===== src/rtl/base64_stream_encoder_macros.svh =====
// assertion helpers, clocked on clk with reset rst_n low
`ifndef BASE64_STREAM_ENCODER_MACROS_SVH
`define BASE64_STREAM_ENCODER_MACROS_SVH

// antecedent implies consequent in the same cycle
`define B64E_ASSERT_SAME(label, ante, cons) \
    label: assert property (@(posedge clk) disable iff (!rst_n) (ante) |-> (cons)) \
        else $error("b64e assertion failed");

// antecedent implies consequent in the following cycle
`define B64E_ASSERT_NEXT(label, ante, cons) \
    label: assert property (@(posedge clk) disable iff (!rst_n) (ante) |=> (cons)) \
        else $error("b64e assertion failed");

`endif


===== src/rtl/b64e_pkg.sv =====
package b64e_pkg;

    localparam logic [6:0] PAD_CHAR = 7'd61;
    localparam int QDEPTH = 2;

    // up to four characters produced by one input byte
    typedef struct packed {
        logic [3:0][6:0] chars;
        logic [1:0]      cnt_m1;
        logic            last;
    } bundle_t;

    function automatic logic [6:0] sextet_char(input logic [5:0] v);
        logic [6:0] c;
        case (v) inside
            [6'd0:6'd25]:  c = 7'd65 + {1'b0, v};
            [6'd26:6'd51]: c = 7'd71 + {1'b0, v};
            [6'd52:6'd61]: c = {1'b0, v} - 7'd4;
            6'd62:         c = 7'd43;
            default:       c = 7'd47;
        endcase
        return c;
    endfunction

endpackage


===== src/rtl/base64_stream_encoder.sv =====
// base64 stream encoder: one byte in, one to four ascii characters out
// the first character of a byte passes through the queue entry and then the output register
// throughput: one character per cycle from the output register when m_tready is high;
//   a byte yields 1 or 2 characters, up to 4 on the last byte
// a two-entry queue decouples the byte side from the character serializer
// reset: rst_n low clears group position, leftover bits, queue and output valid
module base64_stream_encoder (
    input  logic       clk,
    input  logic       rst_n,
    input  logic       s_tvalid,
    output logic       s_tready,
    input  logic [7:0] s_tdata,    // [7:0] data_byte
    input  logic       s_tlast,    // last_byte
    output logic       m_tvalid,
    input  logic       m_tready,
    output logic [7:0] m_tdata,    // [6:0] char_code, [7] zero
    output logic       m_tlast     // last_char
);
    import b64e_pkg::*;

    bundle_t push_data;
    bundle_t head;
    logic    push;
    logic    pop;
    logic    full;
    logic    not_empty;

    assign s_tready = !full;
    assign push     = s_tvalid && !full;

    b64e_front u_front (
        .clk       (clk),
        .rst_n     (rst_n),
        .push      (push),
        .data_byte (s_tdata),
        .last_byte (s_tlast),
        .bundle    (push_data)
    );

    b64e_queue u_queue (
        .clk       (clk),
        .rst_n     (rst_n),
        .push      (push),
        .push_data (push_data),
        .pop       (pop),
        .full      (full),
        .not_empty (not_empty),
        .head      (head)
    );

    b64e_back u_back (
        .clk      (clk),
        .rst_n    (rst_n),
        .q_valid  (not_empty),
        .head     (head),
        .pop      (pop),
        .m_tvalid (m_tvalid),
        .m_tready (m_tready),
        .m_tdata  (m_tdata),
        .m_tlast  (m_tlast)
    );

endmodule


===== src/rtl/b64e_front.sv =====
`include "base64_stream_encoder_macros.svh"

module b64e_front (
    input  logic              clk,
    input  logic              rst_n,
    input  logic              push,
    input  logic [7:0]        data_byte,
    input  logic              last_byte,
    output b64e_pkg::bundle_t bundle
);
    import b64e_pkg::*;

    logic [1:0] group_position_reg, group_position_next;
    logic [3:0] leftover_bits_reg, leftover_bits_next;

    always_comb
    begin
        bundle              = '0;
        group_position_next = group_position_reg;
        leftover_bits_next  = leftover_bits_reg;
        case (group_position_reg)
            2'd1:
            begin
                bundle.chars[0] = sextet_char({leftover_bits_reg[1:0], data_byte[7:4]});
                if (last_byte)
                begin
                    bundle.chars[1]     = sextet_char({data_byte[3:0], 2'b00});
                    bundle.chars[2]     = PAD_CHAR;
                    bundle.cnt_m1       = 2'd2;
                    bundle.last         = 1'b1;
                    group_position_next = 2'd0;
                    leftover_bits_next  = 4'd0;
                end
                else
                begin
                    bundle.cnt_m1       = 2'd0;
                    group_position_next = 2'd2;
                    leftover_bits_next  = data_byte[3:0];
                end
            end
            2'd2:
            begin
                bundle.chars[0]     = sextet_char({leftover_bits_reg, data_byte[7:6]});
                bundle.chars[1]     = sextet_char(data_byte[5:0]);
                bundle.cnt_m1       = 2'd1;
                bundle.last         = last_byte;
                group_position_next = 2'd0;
                leftover_bits_next  = 4'd0;
            end
            default:
            begin
                bundle.chars[0] = sextet_char(data_byte[7:2]);
                if (last_byte)
                begin
                    bundle.chars[1]     = sextet_char({data_byte[1:0], 4'b0000});
                    bundle.chars[2]     = PAD_CHAR;
                    bundle.chars[3]     = PAD_CHAR;
                    bundle.cnt_m1       = 2'd3;
                    bundle.last         = 1'b1;
                    group_position_next = 2'd0;
                    leftover_bits_next  = 4'd0;
                end
                else
                begin
                    bundle.cnt_m1       = 2'd0;
                    group_position_next = 2'd1;
                    leftover_bits_next  = {2'b00, data_byte[1:0]};
                end
            end
        endcase
    end

    always_ff @(posedge clk or negedge rst_n)
    begin
        if (!rst_n)
        begin
            group_position_reg <= 2'd0;
            leftover_bits_reg  <= 4'd0;
        end
        else if (push)
        begin
            group_position_reg <= group_position_next;
            leftover_bits_reg  <= leftover_bits_next;
        end
    end

    `B64E_ASSERT_SAME(a_pos_legal, 1'b1, group_position_reg != 2'd3)
    `B64E_ASSERT_NEXT(a_last_restarts, push && last_byte, group_position_reg == 2'd0)

endmodule


===== src/rtl/b64e_queue.sv =====
`include "base64_stream_encoder_macros.svh"

module b64e_queue (
    input  logic              clk,
    input  logic              rst_n,
    input  logic              push,
    input  b64e_pkg::bundle_t push_data,
    input  logic              pop,
    output logic              full,
    output logic              not_empty,
    output b64e_pkg::bundle_t head
);
    import b64e_pkg::*;

    localparam int PTR_W = $clog2(QDEPTH);
    localparam int CNT_W = $clog2(QDEPTH + 1);

    bundle_t            entry_reg [QDEPTH];
    logic [PTR_W-1:0]   wr_ptr_reg, rd_ptr_reg;
    logic [CNT_W-1:0]   count_reg;

    assign full      = (count_reg == CNT_W'(QDEPTH));
    assign not_empty = (count_reg != '0);
    assign head      = entry_reg[rd_ptr_reg];

    always_ff @(posedge clk)
    begin
        if (push)
        begin
            entry_reg[wr_ptr_reg] <= push_data;
        end
    end

    always_ff @(posedge clk or negedge rst_n)
    begin
        if (!rst_n)
        begin
            wr_ptr_reg <= '0;
            rd_ptr_reg <= '0;
            count_reg  <= '0;
        end
        else
        begin
            if (push)
            begin
                wr_ptr_reg <= (wr_ptr_reg == PTR_W'(QDEPTH - 1)) ? '0 : wr_ptr_reg + 1'b1;
            end
            if (pop)
            begin
                rd_ptr_reg <= (rd_ptr_reg == PTR_W'(QDEPTH - 1)) ? '0 : rd_ptr_reg + 1'b1;
            end
            if (push && !pop)
            begin
                count_reg <= count_reg + 1'b1;
            end
            else if (pop && !push)
            begin
                count_reg <= count_reg - 1'b1;
            end
        end
    end

    `B64E_ASSERT_SAME(a_no_overflow, push, !full)
    `B64E_ASSERT_SAME(a_no_underflow, pop, not_empty)

endmodule


===== src/rtl/b64e_back.sv =====
`include "base64_stream_encoder_macros.svh"

module b64e_back (
    input  logic              clk,
    input  logic              rst_n,
    input  logic              q_valid,
    input  b64e_pkg::bundle_t head,
    output logic              pop,
    output logic              m_tvalid,
    input  logic              m_tready,
    output logic [7:0]        m_tdata,   // [6:0] char_code, [7] zero
    output logic              m_tlast    // last_char
);
    import b64e_pkg::*;

    logic [1:0] idx_reg;
    logic       valid_reg;
    logic [6:0] code_reg;
    logic       last_reg;
    logic       load;
    logic       final_char;

    assign load       = q_valid && (!valid_reg || m_tready);
    assign final_char = (idx_reg == head.cnt_m1);
    assign pop        = load && final_char;

    assign m_tvalid = valid_reg;
    assign m_tdata  = {1'b0, code_reg};
    assign m_tlast  = last_reg;

    always_ff @(posedge clk)
    begin
        if (load)
        begin
            code_reg <= head.chars[idx_reg];
            last_reg <= head.last && final_char;
        end
    end

    always_ff @(posedge clk or negedge rst_n)
    begin
        if (!rst_n)
        begin
            idx_reg   <= 2'd0;
            valid_reg <= 1'b0;
        end
        else
        begin
            if (load)
            begin
                valid_reg <= 1'b1;
                idx_reg   <= final_char ? 2'd0 : idx_reg + 2'd1;
            end
            else if (m_tready)
            begin
                valid_reg <= 1'b0;
            end
        end
    end

    // the character index never runs past the head transaction's count
    `B64E_ASSERT_SAME(a_idx_in_range, q_valid, idx_reg <= head.cnt_m1)
    `B64E_ASSERT_NEXT(a_pop_rewinds, pop, idx_reg == 2'd0)

endmodule

===== config.mk =====
export PLATFORM = sky130hd
export DESIGN_NAME = base64_stream_encoder
export DESIGN_NICKNAME = d
export VERILOG_FILES = /design/src/rtl/b64e_pkg.sv /design/src/rtl/base64_stream_encoder.sv /design/src/rtl/b64e_front.sv /design/src/rtl/b64e_queue.sv /design/src/rtl/b64e_back.sv
export VERILOG_INCLUDE_DIRS = /design/src /design/src/rtl
export SDC_FILE = /design/constraint.sdc
export NUM_CORES = 1
export LEC_CHECK = 0
export BUFFER_PORTS_ARGS = -buffer_cell sky130_fd_sc_hd__clkbuf_2
export CAP_MARGIN = 0
export CORE_UTILIZATION = 36
export DETAILED_ROUTE_END_ITERATION = 8
export GPL_TIMING_DRIVEN = 0
export PLACE_DENSITY = 0.57
export SLEW_MARGIN = 20
export SYNTH_ARGS = -nofsm -noshare
export SYNTH_HDL_FRONTEND = slang
export SYNTH_SLANG_ARGS = --single-unit
export TNS_END_PERCENT = 30

===== constraint.sdc =====
create_clock -name clk -period 3 [get_ports clk]
set_input_delay 0.15 -clock clk [delete_from_list [all_inputs] [get_ports clk]]
set_output_delay 0.15 -clock clk [all_outputs]
set_load 0.01 [all_outputs]

==> summary.txt <==
Layout Nets: 581
dominant cell type by area after synthesis: edfxtp_1
core area: 0.0127 mm^2
post-synthesis compound-gate area fraction: 21.4%
Num Clock Sinks: 57
max-cap viol count: 0
DIE AREA: 0.0135 mm^2
I/O Buffers: 22
largest family of logic cells by synthesized area: compound AO/OA/AOI/OAI gates
CTS tree: built
Post-Syn Instances: 502
global route overflow: 0
initial cell density of the core: 37.0%
Root Buffer: clkbuf_16
row cnt: 41
worst-skew pair later-pin latency: 0.32 ns
critical path fanouts, max: 10
Die H: 116 um
IO Pins: 24
Data arrival, critical path: 2.87 ns
clock buffer count from CTS: 9
Worst Hold Launch: m_tready
endpoints failing setup: 0
DRT iter0 DRCs: 460
maximum VDD drop: 347 uV
uppermost routed layer: met4
Final Power: 4.41 mW
Seq/Total Area, Yosys: 35.1%
met2 WL post-DR: 6100 um
critical path required time: 3.01 ns
Largest register FFs: 36
total number of vias: 4035
min-delay worst type: primary input to flop
EDFF count, synth: 44
most common cell in the synthesized netlist: edfxtp_1
Yosys top cell area share: 28.2%
synthesized cell area: 0.00469 mm^2
Antenna Nets Post-Route: 0
WL final: 12700 um
element type at the critical path start: flop
most common flop cell mapped by yosys: edfxtp_1
largest net degree at the start of global routing: 19
status: finished, final reports clean
synth unique cells: 76
Synth async-reset ratio: 22.8%
vias in the first global route: 3958
hpwl dp: 9750 um
CTS max path bufs: 2
Placed Area: 0.00502 mm^2
fin crit period: 2.85 ns
first-pass GRT wire length: 21100 um
CP Class: flop to flop
fin area: 0.00533 mm^2
Post-CTS Setup Inserts: 0
Fillers: 1275
Layout Area Growth over Synthesis: 13.7%
number of synthesized register bits: 57
ranking of synthesized cells by area: edfxtp_1 (28%), ha_1 (8.8%), dfrtp_1 (6.9%)
DR DRC count: 0
Avg Inst Size Synth: 9.33 um^2
mux share of post-synthesis cell area: 5.77%
Worst R2R End: u_queue.entry_reg[1][4]
RR Startpoint: u_front.leftover_bits_reg[1]
clock-pin slew on the worst setup and hold paths: 0.05 ns
R2R Setup Slk: 0.15 ns
max-slew violation count: 0
Placer Congestion: 0.913
H-tree depth: 3
met3 wire length: 721 um
Relative slew margins: 37.0%
CP endpoint kind: flop
Clock Skew: 0.00549 ns
power per cell area: 827 mW/mm^2
Synth Area in Simple Gates: 16.9%
Synth Area in Adders: 8.81%
Static Leak: 2.04 nW
vias per inst: 5.67
Synth Warn #: 0
antenna violations before repair: 0
Worst-Margin Slew: 0.946 ns
Fin Hold WS: 0.0340 ns
CP endpoint: u_queue.entry_reg[1][4]
share of layout cells above drive strength 1: 14.6%
Critical Path Source: u_front.leftover_bits_reg[1]
Fin. Hold Viols: 0
GRT Util Overall: 20.5%
worst-case reg-to-reg path depth: 9
Wirelength per Cell: 17.9 um
WL met1: 5730 um
max frequency: 350 MHz
syn_nets: 548
drt first pass iters: 5
DIE WIDTH: 116 um
Tcrit/Tclk final: 95.1%
RSZ-0062 raised after global routing: no
ANT cells: 0
XOR/XNOR share of the synthesized area: 6.36%
Commonest cells post-synth: edfxtp_1 (44), nand2_1 (43), o21ai_0 (36)
==> report_power, final <==
group | total [mW] | internal (mW) | leakage [nW] | switching, mW
clock | 0.910 | 0.597 | 0.139 | 0.313
combinational | 2.07 | 0.809 | 1.32 | 1.26
sequential | 1.43 | 1.30 | 0.577 | 0.130
==> logic make-up (layout without fill, tap and decap cells) <==
family          Yosys count  in the layout
simple gates            156            156
compound gates          143            143
buf+inv                  60             98
flops                    57             57
xor+xnor                 34             34
fa+ha+maj                33             33
mux                      18             18
other cells               1              1
==> final cells by class <==
type	instances	area, um^2	share of cell area (%)
plain buffers	30	151	2.84
clock buffers	13	260	4.88
repair buffers	24	131	2.47
well taps	172	215	4.04
inverters	28	105	1.97
multi-input cells	385	2800	52.6
flip-flops and latches	57	1650	30.9
clock inverters	3	15.0	0.282
==> critical path, stage by stage (launching register included) <==
cell      delay [ns]
dfrtp_2         0.46
clkbuf_4        0.22
inv_1           0.25
ha_1            0.27
nand2_1         0.07
a221oi_1        0.37
nor2_1          0.22
or3_1           0.38
nand4_1         0.13
a32oi_1         0.20
==> layout by cell type (no fill, tap or decap), types with 8 or more instances in the layout <==
cell type and n:
a31oi_1 8, edfxtp_1 44, mux2i_1 9, nor2_1 22
clkbuf_1 17, nand2_1 43, nor3_1 11, clkbuf_2 22
ha_1 33, inv_1 26, xor2_1 8, nor2b_1 9
a21oi_1 19, nand3_1 24, dfrtp_1 12, o21ai_0 36
clkbuf_16 9, nand2b_1 12, xnor2_1 26
==> per-layer routing <==
metal / up-vias / global-route usage (%)
met5: - / 0
met4: 0 / 7.18
met3: 16 / 3.09
met2: 143 / 33.5
met1: 1953 / 27.5
li1: 1923 / -
==> worst min-delay path by stage <==
stage | to | cells past startpoint
after floorplan | u_back.idx_reg[0] | 0
after global routing | u_back.m_tvalid | 2
final | u_back.m_tvalid | 2
after detailed placement | u_back.m_tvalid | 1
after global placement | u_back.m_tvalid | 1
after CTS | u_back.m_tvalid | 2
==> stage by stage <==
step	util [%]	TNS (ns)	instances	setup slack, ns
after floorplan	-	0	502	0.574
after global placement	39.5	-3.30	696	-0.394
after detailed placement	39.7	-3.41	697	-0.408
after CTS	41.8	0	712	0.0203
after global routing	42.0	0	712	0.0252
final	42.0	0	712	0.146
==> timing repair <==
action / CTS / global route
gates cloned: 0 / 0
hold buffers: 1 / 0
hold endpoints to repair: 13 / 0
endpoints found under the setup margin: 2 / 12
resized for setup: 1 / 7
Power figures use the tool's default switching activity.
